<file path="config.mk">
export PLATFORM = sky130hd
export DESIGN_NAME = socket_slot_state_table
export DESIGN_NICKNAME = d
export VERILOG_FILES = /design/src/rtl/sst_pkg.sv /design/src/rtl/sst_ram.sv /design/src/rtl/sst_ctrl.sv /design/src/rtl/sst_dp.sv /design/src/rtl/socket_slot_state_table.sv
export SDC_FILE = /design/constraint.sdc
export NUM_CORES = 1
export LEC_CHECK = 0
export BUFFER_PORTS_ARGS = -buffer_cell sky130_fd_sc_hd__buf_2
export CELL_PAD_IN_SITES_DETAIL_PLACEMENT = 0
export CELL_PAD_IN_SITES_GLOBAL_PLACEMENT = 2
export CORE_MARGIN = 2
export CORE_UTILIZATION = 46
export CTS_BUF_LIST = sky130_fd_sc_hd__clkbuf_4 sky130_fd_sc_hd__clkbuf_8
export CTS_CLUSTER_SIZE = 28
export DETAILED_ROUTE_END_ITERATION = 12
export PLACE_DENSITY = 0.9
export SLEW_MARGIN = 20
export SYNTH_ARGS = -nofsm -noshare
export SYNTH_HDL_FRONTEND = slang
export SYNTH_SLANG_ARGS = --single-unit
</file>
<file path="constraint.sdc">
create_clock -name clk -period 5.8 [get_ports clk]
set_input_delay 1.45 -clock clk [delete_from_list [all_inputs] [get_ports clk]]
set_output_delay 1.45 -clock clk [all_outputs]
set_load 0.005 [all_outputs]
</file>
<file path="src/rtl/sst_pkg.sv">
// Package for the socket slot state table: sizes, operation, status and slot
// state codes, the slot record and the controller-to-datapath command bundle.
// Used by every module of the block except sst_ram; depends on nothing.
package sst_pkg;

	// Number of socket slots and the width of a slot number
	localparam int unsigned SLOT_COUNT = 16;
	localparam int unsigned IDX_W      = (SLOT_COUNT > 1) ? $clog2(SLOT_COUNT) : 1;

	// Input field widths
	localparam int unsigned OP_W    = 3;
	localparam int unsigned OWNER_W = 32;
	localparam int unsigned SIDX_W  = 5;
	localparam int unsigned FAM_W   = 2;
	localparam int unsigned KIND_W  = 2;
	localparam int unsigned STACK_W = 32;
	localparam int unsigned PORT_W  = 16;
	localparam int unsigned ADDR_W  = 32;

	// Output field widths
	localparam int unsigned STATUS_W = 2;
	localparam int unsigned OPENED_W = 4;

	typedef enum logic [OP_W-1:0] {
		OP_OPEN    = 3'd0,
		OP_BIND    = 3'd1,
		OP_CONNECT = 3'd2,
		OP_LISTEN  = 3'd3,
		OP_CLOSE   = 3'd4
	} op_t;

	typedef enum logic [STATUS_W-1:0] {
		RES_OK      = 2'd0,
		RES_INVALID = 2'd1,
		RES_NO_SLOT = 2'd2,
		RES_DENIED  = 2'd3
	} status_t;

	typedef enum logic [2:0] {
		SS_FREE       = 3'd0,
		SS_OPEN       = 3'd1,
		SS_BOUND      = 3'd2,
		SS_CONNECTING = 3'd3,
		SS_CONNECTED  = 3'd4,
		SS_LISTENING  = 3'd5
	} slot_state_t;

	// Family and kind codes as stored in a slot
	localparam logic FAM_IPV4    = 1'b0;
	localparam logic KIND_STREAM = 1'b0;

	// One slot as held in the slot memory
	typedef struct packed {
		slot_state_t         state;
		logic [OWNER_W-1:0]  owner;
		logic                family;
		logic                kind;
		logic [STACK_W-1:0]  stack;
		logic [PORT_W-1:0]   bind_port;
		logic [ADDR_W-1:0]   local_addr;
		logic [PORT_W-1:0]   peer_port;
		logic [ADDR_W-1:0]   remote_addr;
	} slot_rec_t;

	localparam int unsigned REC_W = $bits(slot_rec_t);

	// Commands from the controller to the datapath
	typedef struct packed {
		logic load;    // capture a transaction and start the slot read
		logic commit;  // decide, write back and load the result register
	} dp_cmd_t;

endpackage

</file>
<file path="src/rtl/sst_ram.sv">
// Generic single-write, single-read RAM with a registered read port.
// Standalone; used for the slot record store.
module sst_ram #(
	parameter int unsigned WIDTH = 8,
	parameter int unsigned DEPTH = 16
) (
	input  logic                                        clk,
	input  logic                                        wr_en,
	input  logic [((DEPTH > 1) ? $clog2(DEPTH) : 1)-1:0] wr_addr,
	input  logic [WIDTH-1:0]                            wr_data,
	input  logic                                        rd_en,
	input  logic [((DEPTH > 1) ? $clog2(DEPTH) : 1)-1:0] rd_addr,
	output logic [WIDTH-1:0]                            rd_data
);

	logic [WIDTH-1:0] mem_q [DEPTH];

	// Write port
	always_ff @(posedge clk) begin
		if (wr_en) begin
			mem_q[wr_addr] <= wr_data;
		end
	end

	// Registered read port; hold data between reads
	always_ff @(posedge clk) begin
		if (rd_en) begin
			rd_data <= mem_q[rd_addr];
		end
	end

endmodule

</file>
<file path="src/rtl/sst_ctrl.sv">
// Controller of the socket slot state table: input and output handshakes and
// the two-state sequence that drives the datapath. Depends on sst_pkg.
module sst_ctrl (
	input  logic             clk,
	input  logic             arst_n,
	input  logic             in_valid,
	output logic             in_stall,
	output logic             out_valid,
	input  logic             out_stall,
	output sst_pkg::dp_cmd_t cmd
);

	typedef enum logic [1:0] {
		CS_IDLE = 2'b01,
		CS_EXEC = 2'b10
	} ctrl_state_t;

	ctrl_state_t state_q;
	ctrl_state_t state_nxt;
	logic        out_valid_q;
	logic        accept;
	logic        out_free;
	logic        commit;

	// Handshake decode
	assign in_stall  = (state_q != CS_IDLE);
	assign accept    = in_valid && (state_q == CS_IDLE);
	assign out_free  = !out_valid_q || !out_stall;
	assign commit    = (state_q == CS_EXEC) && out_free;
	assign out_valid = out_valid_q;

	assign cmd.load   = accept;
	assign cmd.commit = commit;

	// Next state
	always_comb begin
		state_nxt = state_q;
		case (state_q)
			CS_IDLE: begin
				if (accept) begin
					state_nxt = CS_EXEC;
				end
			end
			CS_EXEC: begin
				if (commit) begin
					state_nxt = CS_IDLE;
				end
			end
			default: state_nxt = CS_IDLE;
		endcase
	end

	// Advance state
	always_ff @(posedge clk or negedge arst_n) begin
		if (!arst_n) begin
			state_q <= CS_IDLE;
		end else begin
			state_q <= state_nxt;
		end
	end

	// Hold the result valid until the transaction is taken
	always_ff @(posedge clk or negedge arst_n) begin
		if (!arst_n) begin
			out_valid_q <= 1'b0;
		end else if (commit) begin
			out_valid_q <= 1'b1;
		end else if (!out_stall) begin
			out_valid_q <= 1'b0;
		end
	end

	a_accept_to_exec: assert property (@(posedge clk) disable iff (!arst_n)
		accept |=> (state_q == CS_EXEC))
		else $error("accepted transaction did not enter execute");

	a_commit_shows_result: assert property (@(posedge clk) disable iff (!arst_n)
		commit |=> out_valid_q)
		else $error("committed transaction produced no result");

	a_wait_on_full_output: assert property (@(posedge clk) disable iff (!arst_n)
		(state_q == CS_EXEC) && out_valid_q && out_stall |=> (state_q == CS_EXEC))
		else $error("execute finished while result register was still full");

	a_no_commit_in_idle: assert property (@(posedge clk) disable iff (!arst_n)
		(state_q == CS_IDLE) |-> !commit)
		else $error("commit outside execute");

endmodule

</file>
<file path="src/rtl/sst_dp.sv">
// Datapath of the socket slot state table: transaction capture, free-slot
// search, slot record read-modify-write, occupancy bits and result register.
// Depends on sst_pkg and sst_ram.
module sst_dp (
	input  logic                           clk,
	input  logic                           arst_n,
	input  sst_pkg::dp_cmd_t               cmd,
	input  logic [sst_pkg::OP_W-1:0]       operation,
	input  logic [sst_pkg::OWNER_W-1:0]    owner,
	input  logic [sst_pkg::SIDX_W-1:0]     slot_index,
	input  logic                           descriptor_ok,
	input  logic [sst_pkg::FAM_W-1:0]      addr_family,
	input  logic [sst_pkg::KIND_W-1:0]     sock_kind,
	input  logic [sst_pkg::STACK_W-1:0]    stack_select,
	input  logic [sst_pkg::PORT_W-1:0]     port_number,
	input  logic [sst_pkg::ADDR_W-1:0]     ipv4_address,
	output logic [sst_pkg::STATUS_W-1:0]   status,
	output logic [sst_pkg::OPENED_W-1:0]   opened_slot
);

	// Captured transaction
	logic [sst_pkg::OP_W-1:0]    op_s1;
	logic [sst_pkg::OWNER_W-1:0] owner_s1;
	logic                        fields_ok_s1;
	logic                        family_s1;
	logic                        kind_s1;
	logic [sst_pkg::STACK_W-1:0] stack_s1;
	logic [sst_pkg::PORT_W-1:0]  port_s1;
	logic [sst_pkg::ADDR_W-1:0]  addr_s1;
	logic                        in_range_s1;
	logic                        free_found_s1;
	logic [sst_pkg::IDX_W-1:0]   slot_s1;

	// Occupancy: a slot that is not busy reads as an all-zero (free) record
	logic [sst_pkg::SLOT_COUNT-1:0] busy_q;

	logic [sst_pkg::IDX_W-1:0]   free_idx;
	logic                        free_found;
	logic [sst_pkg::IDX_W-1:0]   rd_slot;
	logic                        in_range;
	logic [sst_pkg::REC_W-1:0]   rd_word;
	sst_pkg::slot_rec_t          cur;
	sst_pkg::slot_rec_t          nxt;
	logic                        owned;
	logic                        wr_req;
	logic                        set_busy;
	logic                        clr_busy;
	sst_pkg::status_t            res;
	logic [31:0]                 slot_wide;

	// Find the lowest free slot
	always_comb begin
		free_idx   = '0;
		free_found = 1'b0;
		for (int i = sst_pkg::SLOT_COUNT - 1; i >= 0; i--) begin
			if (!busy_q[i]) begin
				free_idx   = sst_pkg::IDX_W'(i);
				free_found = 1'b1;
			end
		end
	end

	// Pick the slot to read: lowest free for open, the named slot otherwise (slot 0 if out of range)
	assign in_range = (32'(slot_index) < 32'(sst_pkg::SLOT_COUNT));
	always_comb begin
		if (sst_pkg::op_t'(operation) == sst_pkg::OP_OPEN) begin
			rd_slot = free_idx;
		end else if (in_range) begin
			rd_slot = sst_pkg::IDX_W'(32'(slot_index));
		end else begin
			rd_slot = '0;
		end
	end

	// Capture the transaction
	always_ff @(posedge clk) begin
		if (cmd.load) begin
			op_s1         <= operation;
			owner_s1      <= owner;
			fields_ok_s1  <= (owner != '0) && descriptor_ok
				&& (addr_family[sst_pkg::FAM_W-1:1] == '0)
				&& (sock_kind[sst_pkg::KIND_W-1:1] == '0);
			family_s1     <= addr_family[0];
			kind_s1       <= sock_kind[0];
			stack_s1      <= stack_select;
			port_s1       <= port_number;
			addr_s1       <= ipv4_address;
			in_range_s1   <= in_range;
			free_found_s1 <= free_found;
			slot_s1       <= rd_slot;
		end
	end

	sst_ram #(
		.WIDTH (sst_pkg::REC_W),
		.DEPTH (sst_pkg::SLOT_COUNT)
	) u_slot_ram (
		.clk     (clk),
		.wr_en   (cmd.commit && wr_req),
		.wr_addr (slot_s1),
		.wr_data (nxt),
		.rd_en   (cmd.load),
		.rd_addr (rd_slot),
		.rd_data (rd_word)
	);

	// Mask records of slots that were never opened or have been closed
	assign cur = busy_q[slot_s1] ? sst_pkg::slot_rec_t'(rd_word) : '0;

	assign owned = (owner_s1 != '0) && in_range_s1 && busy_q[slot_s1]
		&& (cur.state != sst_pkg::SS_FREE) && (cur.owner == owner_s1);

	// Decide the operation and build the new record
	always_comb begin
		nxt      = cur;
		wr_req   = 1'b0;
		set_busy = 1'b0;
		clr_busy = 1'b0;
		res      = sst_pkg::RES_INVALID;
		case (sst_pkg::op_t'(op_s1))
			sst_pkg::OP_OPEN: begin
				if (!fields_ok_s1) begin
					res = sst_pkg::RES_INVALID;
				end else if (!free_found_s1) begin
					res = sst_pkg::RES_NO_SLOT;
				end else begin
					nxt        = '0;
					nxt.state  = sst_pkg::SS_OPEN;
					nxt.owner  = owner_s1;
					nxt.family = family_s1;
					nxt.kind   = kind_s1;
					nxt.stack  = stack_s1;
					wr_req     = 1'b1;
					set_busy   = 1'b1;
					res        = sst_pkg::RES_OK;
				end
			end
			sst_pkg::OP_BIND: begin
				if (owned && (cur.state == sst_pkg::SS_OPEN)) begin
					nxt.bind_port  = port_s1;
					nxt.local_addr = addr_s1;
					nxt.state      = sst_pkg::SS_BOUND;
					wr_req         = 1'b1;
					res            = sst_pkg::RES_OK;
				end
			end
			sst_pkg::OP_CONNECT: begin
				if (owned && ((cur.state == sst_pkg::SS_OPEN)
					|| (cur.state == sst_pkg::SS_BOUND))) begin
					nxt.peer_port   = port_s1;
					nxt.remote_addr = addr_s1;
					nxt.state       = (cur.kind == sst_pkg::KIND_STREAM)
						? sst_pkg::SS_CONNECTING : sst_pkg::SS_CONNECTED;
					wr_req          = 1'b1;
					res             = sst_pkg::RES_OK;
				end
			end
			sst_pkg::OP_LISTEN: begin
				if (owned && (cur.kind == sst_pkg::KIND_STREAM)
					&& (cur.state == sst_pkg::SS_BOUND)) begin
					nxt.state = sst_pkg::SS_LISTENING;
					wr_req    = 1'b1;
					res       = sst_pkg::RES_OK;
				end
			end
			sst_pkg::OP_CLOSE: begin
				if (owned) begin
					nxt      = '0;
					wr_req   = 1'b1;
					clr_busy = 1'b1;
					res      = sst_pkg::RES_OK;
				end else begin
					res = sst_pkg::RES_DENIED;
				end
			end
			default: res = sst_pkg::RES_INVALID;
		endcase
	end

	// Update occupancy on commit
	always_ff @(posedge clk or negedge arst_n) begin
		if (!arst_n) begin
			busy_q <= '0;
		end else if (cmd.commit) begin
			if (set_busy) begin
				busy_q[slot_s1] <= 1'b1;
			end else if (clr_busy) begin
				busy_q[slot_s1] <= 1'b0;
			end
		end
	end

	// Load the result register
	assign slot_wide = 32'(slot_s1);
	always_ff @(posedge clk) begin
		if (cmd.commit) begin
			status      <= res;
			opened_slot <= set_busy ? slot_wide[sst_pkg::OPENED_W-1:0] : '0;
		end
	end

endmodule

</file>
<file path="src/rtl/socket_slot_state_table.sv">
// Top level of the socket slot state table: controller and datapath.
// Depends on sst_pkg, sst_ctrl, sst_dp (and through it sst_ram).
//
//  channel | handshake            | payload
//  --------+----------------------+-------------------------------------------
//  in      | in_valid / in_stall  | operation, owner, slot_index, descriptor_ok,
//          |                      | addr_family, sock_kind, stack_select,
//          |                      | port_number, ipv4_address
//  out     | out_valid / out_stall| status, opened_slot
//
// Each transaction first picks the slot (lowest free slot for open) and reads
// its record from the slot RAM as it is taken, then decides and writes it back
// in execute, which waits while the output register is still full.
// Reset clears the occupancy bits at once, so every slot reads as free; the
// slot RAM needs no clearing pass.
// A result waits in the output register while out_stall is high; the next
// transaction is taken meanwhile and holds in execute until the register frees.
module socket_slot_state_table (
	input  logic                           clk,
	input  logic                           arst_n,
	input  logic                           in_valid,
	output logic                           in_stall,
	input  logic [sst_pkg::OP_W-1:0]       operation,
	input  logic [sst_pkg::OWNER_W-1:0]    owner,
	input  logic [sst_pkg::SIDX_W-1:0]     slot_index,
	input  logic                           descriptor_ok,
	input  logic [sst_pkg::FAM_W-1:0]      addr_family,
	input  logic [sst_pkg::KIND_W-1:0]     sock_kind,
	input  logic [sst_pkg::STACK_W-1:0]    stack_select,
	input  logic [sst_pkg::PORT_W-1:0]     port_number,
	input  logic [sst_pkg::ADDR_W-1:0]     ipv4_address,
	output logic                           out_valid,
	input  logic                           out_stall,
	output logic [sst_pkg::STATUS_W-1:0]   status,
	output logic [sst_pkg::OPENED_W-1:0]   opened_slot
);

	sst_pkg::dp_cmd_t cmd;

	sst_ctrl u_ctrl (
		.clk       (clk),
		.arst_n    (arst_n),
		.in_valid  (in_valid),
		.in_stall  (in_stall),
		.out_valid (out_valid),
		.out_stall (out_stall),
		.cmd       (cmd)
	);

	sst_dp u_dp (
		.clk           (clk),
		.arst_n        (arst_n),
		.cmd           (cmd),
		.operation     (operation),
		.owner         (owner),
		.slot_index    (slot_index),
		.descriptor_ok (descriptor_ok),
		.addr_family   (addr_family),
		.sock_kind     (sock_kind),
		.stack_select  (stack_select),
		.port_number   (port_number),
		.ipv4_address  (ipv4_address),
		.status        (status),
		.opened_slot   (opened_slot)
	);

endmodule
</file>
Word-level counts from Yosys, hierarchy flattened
Memory sizes are Yosys's and may differ from the RTL's. A register that Yosys moved wholly into a read port is not among the register bits.
Index checks and enable logic that the tools add are counted.
W data, S select, Z words.

word-level totals
  register bits after elaboration = 149
  bits in latches = 0
  memory bits (writable) = 2640
  ROM bits = 0
  input port bits = 129
  output and inout bits = 8
  word-level logic and storage cells = 129
  memories = 1

memories
  name                   words  bits a word  read ports  clocked after memory_dff  write ports  line           text
  u_dp.u_slot_ram.mem_q  16     165          1           1                         1            sst_ram.sv:16  logic [WIDTH-1:0] mem_q [DEPTH];

operators by class
  add/sub/neg operators = 0
  multipliers = 0
  divide/modulo/power cells = 0
  $lt $le $gt $ge = 3
  equality and inequality tests = 13
  shifts and indexed selects = 0
  mux-type cells = 62
  bitwise logic cells = 6
  reduce and logical (&&, ||, !) cells = 28

operators with widths
  cell                  number
  $mux W165             4
  $pmux W48 S3          2
  $pmux W66 S2          1
  $mux W48              2
  $mux W4               18
  $reduce_bool A32 Y1   2
  $eq A32 B32 Y1        1
  $mux W16              2
  $mux W1               18
  $and A16 B16 Y16      1
  $not A16 Y16          1
  $or A16 B16 Y16       1
  $logic_and A1 B1 Y1   15
  $pmux W3 S5           1
  $reduce_and A15 Y1    1
  $mux W3               4
  $mux W2               5
  $pmux W2 S5           1
  $eq A3 B2 Y1 const B  3
  $ne A2 B1 Y1 const B  4
  $eq A3 B1 Y1 const B  2
  $logic_not A3 Y1      2
  $lt A4 B5 Y1 const B  1
  $lt A5 B5 Y1 const B  1
  other kinds (14)      19

Logic depth before layout (Yosys ltp)
Gate-level depths: netlist of run 1.

  depth after elaboration = 17
  gate-level depth with buffers = 15
  depth with buffers taken out = 10

Cells and area by module
From an unflattened synthesis of run 1, not the netlist that was laid out.

unflattened totals
  cell total of the unflattened synthesis = 5146
  area, all modules = 113012.1 um^2

by module, submodules not included
  module    instances  cells each  area an instance (um^2)  seq. area each (um^2)
  sst_ram   1          4309        104057.3                 84230.8
  sst_dp    1          824         8805.9                   4304.1
  sst_ctrl  1          13          148.9                    76.3

Least setup slack after synthesis of run 1
OpenSTA, ideal clock, no wires.

  path type = input to register
  start = input port in_valid
  end = register u_dp.fields_ok_s1 (enable)
  library setup time = 0.517 ns
  arrival time = 4.773 ns
  data required time = 5.283 ns
  slack = 0.510 ns
  stages on the path = 2
  path buffers = 0
  path through = inv_1 > nor2_1

between the ends
  longest elaborated chain between the ends = 1

ends and longest elaborated chain
  element                 line                           text
  start: declaration      socket_slot_state_table.sv:21  input logic in_valid,
  $logic_and A1 B1 Y1     sst_ctrl.sv:27                 assign accept = in_valid && (state_q == CS_IDLE);
  net u_ctrl.accept       sst_ctrl.sv:21                 logic accept;
  end signal: assignment  sst_dp.sv:80                   fields_ok_s1 <= (owner != '0) && descriptor_ok
  end: declaration        sst_dp.sv:24                   logic fields_ok_s1;

The timed path passes the listed nets, and every way through them passes these cells.
A chain may end at the register's enable or synchronous reset.

Worst setup path after layout of run 1
  start = register u_dp.slot_s1[3] (netlist name)
  end = memory u_dp.u_slot_ram.mem_q[1][161] (netlist name) (enable)

between the ends
  longest elaborated chain between the ends = 13

ends and longest elaborated chain
  element                                             line           text
  start: declaration                                  sst_dp.sv:32   logic [sst_pkg::IDX_W-1:0] slot_s1;
  start signal: assignment                            sst_dp.sv:90   slot_s1 <= rd_slot;
  branches (longest 13 deep; another with $mux W165)  --
  end: declaration                                    sst_ram.sv:16

Several ways; the timed one is not identified. The select of a mux whose other input is x is not followed.

==> results.json, run 1 <==
{
  "routabilityCongestion": 0.8353,
  "synth_cell_types": 68,
  "slowest_stage": "edfxtp_1",
  "final_hold_viol_count": 0,
  "reg2reg_depth": 11,
  "period_share_pct": 90.66,
  "finalSetupViolCount": 0,
  "dieWidth_um": 251.6,
  "drive_gt1_share_pct": 21.96,
  "hold_class": "register to register",
  "worstPathRequired_ns": 6.16,
  "antenna_found_initial": 1,
  "cts.sinks": 680,
  "synth.yosys.seq_area_share_pct": 72.07,
  "fp.dieArea_um2": 63310,
  "cts_inserted_buffers": 105,
  "cts_max_path_buffers": 3,
  "vias": 15550,
  "async_reset_ff_share_pct": 2.794,
  "crit_type": "register to register",
  "hold_end": "u_ctrl.out_valid",
  "fmax_mhz": 190.2,
  "synth_top_area_share_pct": 70.38,
  "r2r_slack_ns": 0.54,
  "wl_mm": 64.37,
  "grt.total_usage_pct": 20.53,
  "drv_cap": 0,
  "critPathBufInv": 1,
  "cts_resized": 0,
  "rows": 90,
  "cts.clk_slew.worst_paths_ns": 0.07,
  "relSlewSlack_pct": 26.47,
  "worst-path-max-fanout": 22,
  "grt_max_degree": 75,
  "postCtsSetupBuffers": 0,
  "vias_per_cell": 5.820,
  "syn-cell-area_um2": 28200,
  "cp.arrival_ns": 5.61,
  "worstReg2RegEnd": "u_dp.u_slot_ram.mem_q[1][161]",
  "r2r-start": "u_dp.slot_s1[3]",
  "crit_chain": "mux4_2, nor2_1, o21a_1, o21ai_0, a222oi_1, nand4b_1, o21a_1, nor2_1, nand2_1, nor2_4, buf_4",
  "core-area_um2": 60470,
  "first_iter_violations": 1521,
  "status": "complete, no violations",
  "yosysWarnings": 0,
  "p_per_area_nw_per_um2": 318.4,
  "grt_pass1_vias": 15730,
  "cts_root_buf": "clkbuf_8",
  "drtAntennaViolNets": 0,
  "skew_ns": 0.05249,
  "power.leakage_nw": 10.65,
  "crit_family": "simple AND/OR/NAND/NOR gates",
  "wl_per_cell_um": 24.09,
  "fin_tns_setup_ns": 0,
  "fin_crit_ns": 5.258,
  "place_ws_ns": 0.6350,
  "synth.area.top_cells": "edfxtp_1 70%, mux2i_1 7.7%, mux4_2 3.1%, mux2_2 2.9%, dfrtp_1 1.6%",
  "rsz0062_at_grt": "no",
  "irDropWorstVdd_mv": 0.2329,
  "netlist_instances": 1694,
  "n_antenna_cell": 0,
  "worst_setup_path_end_kind": "register",
  "cts_tree": "yes",
  "grt-ovfl-total": 0,
  "setup_ws_ns": 0.5417,
  "ys_ff_latch": 680,
  "port_buffers": 55,
  "worst_setup_path_start_kind": "register",
  "drt-pass1-iter-count": 6,
  "worst_path_largest_cell_delay_ns": 0.63,
  "slew_violations": 0,
  "drc": 0,
  "worst_slew_pin_slew_ns": 1.103,
  "hold_path_depth": 2,
  "start_util_pct": 46.64,
  "clock_latency_ns": 0.74,
  "grt_pass1_wl_mm": 96.93,
  "synth_edf_count": 661,
  "synth_top_area_cell": "edfxtp_1",
  "top_level_ports": 137,
  "postSynthAreaPerCell_um2": 16.65,
  "syn_to_final_growth_pct": 13.43,
  "htree_levels": 3,
  "syn_nets": 1823,
  "dominantRegCellSynth": "edfxtp_1",
  "nets": 1941,
  "hp-start": "u_ctrl.out_valid",
  "ctsHoldBuffers": 0,
  "dp_hpwl_mm": 36.34,
  "die_h_um": 251.6
}
## tightest hold or removal path, cell delays in order (launching register included)
cell,delay [ns]
dfrtp_1,0.34
nand2_1,0.09
nand2_1,0.07
## cells in the final DEF, fill, tap and decap left out, drive strengths merged, types with 17 or more instances in the layout
master / n
edfxtp: 661
mux2i: 219
clkbuf: 138
buf: 103
nor2: 89
nand2: 74
mux2: 73
a31oi: 43
nor2b: 41
o21ai: 40
mux4: 39
o211ai: 37
a211o: 36
clkinv: 34
a22o: 24
inv: 24
o31ai: 20
nor4: 19
dfrtp: 18
a21oi: 17
nand3: 17
## sequential cells by signal, summed over array words and instances (netlist names), 2 cells and up, named ones only
signal and count:
u_dp.opened_slot 4, u_dp.u_slot_ram.mem_q 576, u_dp.slot_s1 4, u_ctrl.state_q 2, u_dp.status 2, u_dp.owner_s1 32
u_dp.op_s1 3, u_dp.u_slot_ram.rd_data 36
## metal layers
| metal | GRT usage [%] | routed length [um] | vias up |
|---|---|---|---|
| li1 | - | - | 6992 |
| met1 | 28.75 | 28760 | 7967 |
| met2 | 33.22 | 31050 | 498 |
| met3 | 3.508 | 3285 | 95 |
| met4 | 6.020 | 1274 | 0 |
| met5 | 0 | 0 | - |
## metrics by stage
step / util [%] / std cells / power [mW] / instance area [um2] / hold WS (ns)
6_report: 52.91 / 2672 / 10.19 / 31990 / 0.5305
3_5_place_dp: 49.42 / 2487 / 6.266 / 29880 / 0.5187
5_1_grt: 52.91 / 2672 / 10.53 / 31990 / 0.5808
4_1_cts: 52.90 / 2672 / 10.27 / 31990 / 0.5372
3_3_place_gp: 49.42 / 2487 / 6.248 / 29880 / 0.4960
2_1_floorplan: - / 1694 / 6.042 / 28200 / 0.4786
## synth_stat cells (all sizes together), types with 4 or more instances
| cell type | count |
|---|---|
| nor2b | 41 |
| mux4 | 39 |
| or3 | 4 |
| xnor2 | 11 |
| a21oi | 17 |
| nor4 | 19 |
| buf | 35 |
| o22ai | 4 |
| inv | 19 |
| and2 | 4 |
| nand3 | 17 |
| o21a | 4 |
| nor4bb | 5 |
| nor2 | 89 |
| nand2 | 74 |
| mux2 | 73 |
| dfrtp | 18 |
| a22o | 24 |
| a21boi | 4 |
| edfxtp | 661 |
| and3 | 4 |
| a31oi | 43 |
| clkbuf | 57 |
| o31ai | 20 |
| mux2i | 219 |
| nand4 | 10 |
| o211ai | 37 |
| o21ai | 40 |
| xor2 | 7 |
| nand2b | 11 |
| a211o | 36 |
| nor3 | 7 |
## worst max path at each step
stage | from | endpoint | slack (ns) | cells past startpoint
6_report | u_dp.slot_s1[3] | u_dp.u_slot_ram.mem_q[1][161] | 0.54 | 11
5_1_grt | u_dp.slot_s1[3] | u_dp.u_slot_ram.mem_q[15][149] | 0.29 | 11
4_1_cts | u_dp.slot_s1[3] | u_dp.u_slot_ram.mem_q[15][149] | 0.63 | 11
3_5_place_dp | u_dp.slot_s1[3] | u_dp.u_slot_ram.mem_q[15][144] | 0.64 | 11
3_3_place_gp | u_dp.slot_s1[3] | u_dp.u_slot_ram.mem_q[15][159] | 0.75 | 11
2_1_floorplan | in_valid | u_dp.fields_ok_s1 | 0.51 | 2
## power by group
part           switching, mW  leakage, nW  total [mW]  internal, mW
combinational          0.375         3.16       0.610         0.235
sequential            0.0780         6.39        5.56          5.48
clock                   1.84         1.11        4.02          2.18
total                   2.29         10.6        10.2          7.90
## layout make-up
class	count	area [um2]
tap	782	978.4
multi-input combinational	903	7615
sequential	680	20330
fill	4721	28480
clock buffer	138	1693
clock inverter	47	410.4
timing repair buffer	103	898.4
inverter	19	71.32
## cells by family (layout without fill, tap and decap cells)
kind of cell,after synthesis,count (layout),share of synthesized area [%]
flops,680,680,72.07
mux,331,331,13.85
simple gates,298,298,5.310
compound gates,256,256,6.615
buf+inv,111,307,1.602
xor+xnor,18,18,0.5590
No activity file was read; power rests on OpenSTA's default activity.
==> run 2, diff against run 1 <==
- PLACE_DENSITY: 0.9 -> 0.76
==> run 2 against run 1 <==
Effect of this change:
- worst hold slack got worse by 0.016 ns
- utilization rose by 0.12 points
- via count fell by 0.82%
- critical path depth rose by 1
- largest power group unchanged
- total power fell by 0.80%
==> results.json, run 2 (synthesis results as in run 1) <==
{
  "cts.clk_slew.worst_paths_ns": 0.06,
  "grt_pass1_vias": 15440,
  "routabilityCongestion": 0.8398,
  "first_iter_violations": 1211,
  "htree_levels": 3,
  "status": "complete, no violations",
  "cts_max_path_buffers": 3,
  "crit_chain": "mux4_2, nor2_1, o21a_1, o21ai_1, a222oi_1, nand4b_1, buf_4, o21a_1, nor2_1, nand2_1, nor2_4, buf_12",
  "start_util_pct": 46.64,
  "wl_mm": 66.92,
  "antenna_found_initial": 1,
  "worst-path-max-fanout": 36,
  "final_hold_viol_count": 0,
  "nFillCells": 4844,
  "finalSetupViolCount": 0,
  "worst_setup_path_start_kind": "register",
  "wl_per_cell_um": 24.88,
  "final_cell_mix": "661 x edfxtp_1, 218 x mux2i_1, 110 x clkbuf_8",
  "grt-ovfl-total": 0,
  "rsz0062_at_grt": "no",
  "dieWidth_um": 251.6,
  "placedInstanceArea_um2": 29970,
  "cts_inserted_buffers": 109,
  "worst_slew_pin_slew_ns": 1.133,
  "fp.dieArea_um2": 63310,
  "core-area_um2": 60470,
  "irDropWorstVdd_mv": 0.1878,
  "dp_hpwl_mm": 36.84,
  "fin_area_um2": 32060,
  "drtAntennaViolNets": 0,
  "relSlewSlack_pct": 24.46,
  "grt_pass1_wl_mm": 98.80,
  "cp.arrival_ns": 5.41,
  "nets": 1949,
  "crit_type": "register to register",
  "cts_resized": 0,
  "ctsHoldBuffers": 0,
  "regMostFlops": "u_dp.u_slot_ram.mem_q",
  "slowest_stage": "a222oi_1",
  "largest_reg_flops": 576,
  "regArea_um2": 20330,
  "worstPathRequired_ns": 6.16,
  "slew_violations": 0,
  "worst_setup_path_end_kind": "register",
  "p_per_area_nw_per_um2": 315.2,
  "multi_input_area_um2": 7619,
  "layout_commonest_cell": "edfxtp_1",
  "fmax_mhz": 198.2,
  "period_share_pct": 86.99,
  "syn_to_final_growth_pct": 13.69,
  "drt-pass1-iter-count": 6,
  "skew_ns": 0.05035,
  "fin_tns_setup_ns": 0,
  "die_h_um": 251.6,
  "vias": 15420,
  "drive_gt1_share_pct": 22.25,
  "grt.total_usage_pct": 21.36,
  "cts_root_buf": "clkbuf_8",
  "p_total_mw": 10.11,
  "fin_crit_ns": 5.046,
  "port_buffers": 55,
  "top_regs": "u_dp.u_slot_ram.mem_q x576, u_dp.u_slot_ram.rd_data x36, u_dp.owner_s1 x32",
  "grt_max_degree": 69,
  "drv_cap": 0,
  "cts_tree": "yes",
  "top_level_ports": 137,
  "cts.sinks": 680,
  "power.leakage_nw": 10.68,
  "worst_path_largest_cell_delay_ns": 0.64,
  "hold_class": "register to register",
  "drc": 0,
  "rows": 90,
  "clock_latency_ns": 0.72,
  "vias_per_cell": 5.736,
  "postCtsSetupBuffers": 0
}
run 2: cell count changes in the layout (fill, tap and decap cells not counted), moves of 2 or more:
cell and change:
clkinv_2 +3, bufinv_16 -4, buf_12 +4, clkbuf_4 +2, inv_16 -2, clkbuf_8 +5, clkinv_1 +8
run 2: report_power, final:
group	internal [mW]	switching [mW]	total, mW
combinational	0.236	0.385	0.621
clock	2.08	1.85	3.93
sequential	5.48	0.0697	5.55
total	7.80	2.31	10.1
run 2: layer usage:
layer  track usage, %  vias to the layer above  routed length (um)
met1            30.99                     7814               30570
met3            3.889                      123                3877
met4            7.092                        0                1798
li1                 -                     7021                   -
met2            32.75                      466               30670
met5                0                        -                   0
run 2: final timing paths:
path / from / end / slack [ns] / cells past startpoint
max: u_dp.slot_s1[3] / u_dp.u_slot_ram.mem_q[11][147] / 0.75 / 12
max reg2reg: u_dp.slot_s1[3] / u_dp.u_slot_ram.mem_q[11][147] / 0.75 / 12
min in group asynchronous: arst_n / async pin / 0.68 / 1
max in group asynchronous: arst_n / u_ctrl.state_q[0] / 4.79 / 1
min reg2reg: u_ctrl.state_q[1] / u_ctrl.out_valid / 0.51 / 2
min: u_ctrl.state_q[1] / u_ctrl.out_valid / 0.51 / 2
run 2: per-stage QoR:
| step | setup WS (ns) | utilization, % | hold slack (ns) | cells |
|---|---|---|---|---|
| after floorplan | 0.5103 | - | 0.4786 | 1694 |
| after global placement | 0.8806 | 49.54 | 0.4882 | 2490 |
| after detailed placement | 0.8390 | 49.57 | 0.5046 | 2491 |
| after CTS | 0.7909 | 53.01 | 0.5181 | 2688 |
| after global routing | 0.4905 | 53.02 | 0.5742 | 2689 |
| final | 0.7544 | 53.02 | 0.5144 | 2689 |
run 2: worst max-delay path: cells and delay by family (launching register included):
family,cells,cell delay (ns)
compound gates,4,1.50
flops,1,0.62
mux,1,0.58
simple gates,5,1.40
buf+inv,2,0.56
run 2: cell type report:
| class | count | area share (%) |
|---|---|---|
| clock inverter | 52 | 0.9483 |
| clock buffer | 145 | 5.541 |
| sequential | 680 | 63.39 |
| tap | 782 | 3.052 |
| timing repair buffer | 107 | 3.075 |
| inverter | 19 | 0.2224 |
| antenna | 1 | 0.007805 |
| multi-input combinational | 903 | 23.76 |
==> run 3, diff against run 2 <==
- CORE_UTILIZATION: 46 -> 45
- PLACE_DENSITY: 0.76 -> 0.75
==> run 3 against run 2 <==
Effect of this change:
- via count grew 1.1%
- setup slack lost 0.021 ns
- sequential power is essentially flat
- critical endpoint is now u_dp.u_slot_ram.mem_q[14][136]
- utilization shrank 0.81 points
- first-iteration DRC count did not move
- critical path type unchanged
- highest routed layer unchanged
- routed wire length up 2.9%
- combinational power about the same
- design area increased by 0.68%
- non-clock buffer count increased by 9
==> results.json, run 3 (synthesis results as in run 1) <==
{
  "status": "complete, no violations",
  "routabilityCongestion": 0.8163,
  "slew_violations": 0,
  "fp.dieArea_um2": 64690,
  "grt_pass1_wl_mm": 100.6,
  "cts_max_path_buffers": 3,
  "period_share_pct": 87.35,
  "ctsHoldBuffers": 0,
  "cts_inserted_buffers": 109,
  "crit_chain": "mux4_2, nor2_1, o21a_1, o21ai_0, a222oi_1, nand4b_1, buf_4, mux2i_4, a21oi_4, buf_4, nand2_1, o21ai_1",
  "met1_usage_pct": 31.18,
  "hold_path_depth": 2,
  "grt_pass1_vias": 15460,
  "finalSetupViolCount": 0,
  "fin_crit_ns": 5.066,
  "cts_root_buf": "clkbuf_8",
  "use_met3_pct": 3.633,
  "antenna_found_initial": 1,
  "worst_path_largest_cell_delay_ns": 0.61,
  "worst_setup_path_start_kind": "register",
  "worst-path-max-fanout": 17,
  "port_buffers": 55,
  "irDropWorstVdd_mv": 0.1956,
  "vias": 15590,
  "grt_use_met2_pct": 33.83,
  "final_cell_mix": "661 x edfxtp_1, 218 x mux2i_1, 112 x clkbuf_8",
  "rows": 91,
  "nFillCells": 5057,
  "first_iter_violations": 1211,
  "drt-pass1-iter-count": 5,
  "start_util_pct": 45.62,
  "drtAntennaViolNets": 0,
  "drive_gt1_share_pct": 22.89,
  "wl_per_cell_um": 24.99,
  "worst_path_most_repeated_cell": "buf_4",
  "worst_slew_pin_slew_ns": 1.140,
  "final_hold_viol_count": 0,
  "relSlewSlack_pct": 23.99,
  "nets": 1958,
  "die_h_um": 254.3,
  "top_level_ports": 137,
  "postCtsSetupBuffers": 0,
  "rsz0062_at_grt": "no",
  "vias_per_cell": 5.656,
  "dieWidth_um": 254.3,
  "drv_cap": 0,
  "hold_class": "register to register",
  "cts.sinks": 680,
  "fmax_mhz": 197.4,
  "cp.arrival_ns": 5.37,
  "p_total_mw": 10.17,
  "cts_tree": "yes",
  "cts_resized": 0,
  "htree_levels": 3,
  "layout_commonest_cell": "edfxtp_1",
  "p_per_area_nw_per_um2": 315.0,
  "grt_busiest_layer": "met2",
  "grt-ovfl-total": 0,
  "worst_setup_path_end_kind": "register",
  "skew_ns": 0.03293,
  "slowest_stage": "edfxtp_1",
  "fin_tns_setup_ns": 0,
  "hold_slack_ns": 0.5200,
  "fin_area_um2": 32280,
  "reg2reg_depth": 12,
  "syn_to_final_growth_pct": 14.46,
  "top_regs": "u_dp.u_slot_ram.mem_q x576, u_dp.u_slot_ram.rd_data x36, u_dp.owner_s1 x32",
  "largest_reg_flops": 576,
  "dp_hpwl_mm": 39.03,
  "wl_mm": 68.88,
  "grt_max_degree": 86,
  "regMostFlops": "u_dp.u_slot_ram.mem_q",
  "core-area_um2": 61830,
  "drc": 0,
  "cts.clk_slew.worst_paths_ns": 0.06,
  "crit_type": "register to register",
  "grt.total_usage_pct": 21.55,
  "worstPathRequired_ns": 6.10,
  "power.leakage_nw": 10.76,
  "placedInstanceArea_um2": 30130,
  "clock_latency_ns": 0.72
}
==> run 3: per-stage QoR <==
| step | setup slack [ns] | util, % | std cells |
|---|---|---|---|
| global placement | 0.7756 | 48.73 | 2555 |
| CTS | 0.7306 | 52.18 | 2755 |
| finish | 0.7338 | 52.21 | 2756 |
| global route | 0.4322 | 52.21 | 2756 |
| detailed placement | 0.7550 | 48.73 | 2555 |
| floorplan | 0.5103 | - | 1694 |
==> run 3: power breakdown <==
group / switching [mW] / internal, mW / leakage (nW) / total [mW]
logic: 0.383 / 0.238 / 3.24 / 0.622
registers: 0.0739 / 5.48 / 6.39 / 5.55
clock network: 1.88 / 2.12 / 1.13 / 3.99
total: 2.33 / 7.83 / 10.8 / 10.2
==> run 3: final timing paths <==
path / startpoint / endpoint / slack, ns
min in group asynchronous: arst_n / async pin / 0.68
setup reg to reg: u_dp.slot_s1[3] / u_dp.u_slot_ram.mem_q[14][136] / 0.73
hold reg to reg: u_ctrl.out_valid / u_ctrl.out_valid / 0.52
max in group asynchronous: arst_n / u_ctrl.state_q[0] / 4.79
setup / recovery: u_dp.slot_s1[3] / u_dp.u_slot_ram.mem_q[14][136] / 0.73
hold / removal: u_ctrl.out_valid / u_ctrl.out_valid / 0.52
==> run 3: worst max-delay path, delay by kind of cell (launching register included) <==
kind,cells,cell delay [ns]
AOI/OAI and AO/OA,5,1.89
buffers and inverters,2,0.50
DFF,1,0.61
muxes,2,0.91
and+or+nand+nor,3,0.75
==> run 3: layout make-up <==
type | instances | area [um2] | area share (%)
multi-input cells | 903 | 7629 | 23.63
repair buffers | 116 | 1071 | 3.318
flip-flops and latches | 680 | 20330 | 62.96
clock buffers | 146 | 1797 | 5.566
inverters | 19 | 71.32 | 0.2209
diodes | 1 | 2.502 | 0.007752
well taps | 837 | 1047 | 3.244
clock inverters | 54 | 337.8 | 1.047
==> run 3: layer usage <==
metal	routed length (um)	vias to the layer above
li1	-	7048
met2	32220	442
met4	1539	0
met3	3766	111
met1	31350	7986
met5	0	-
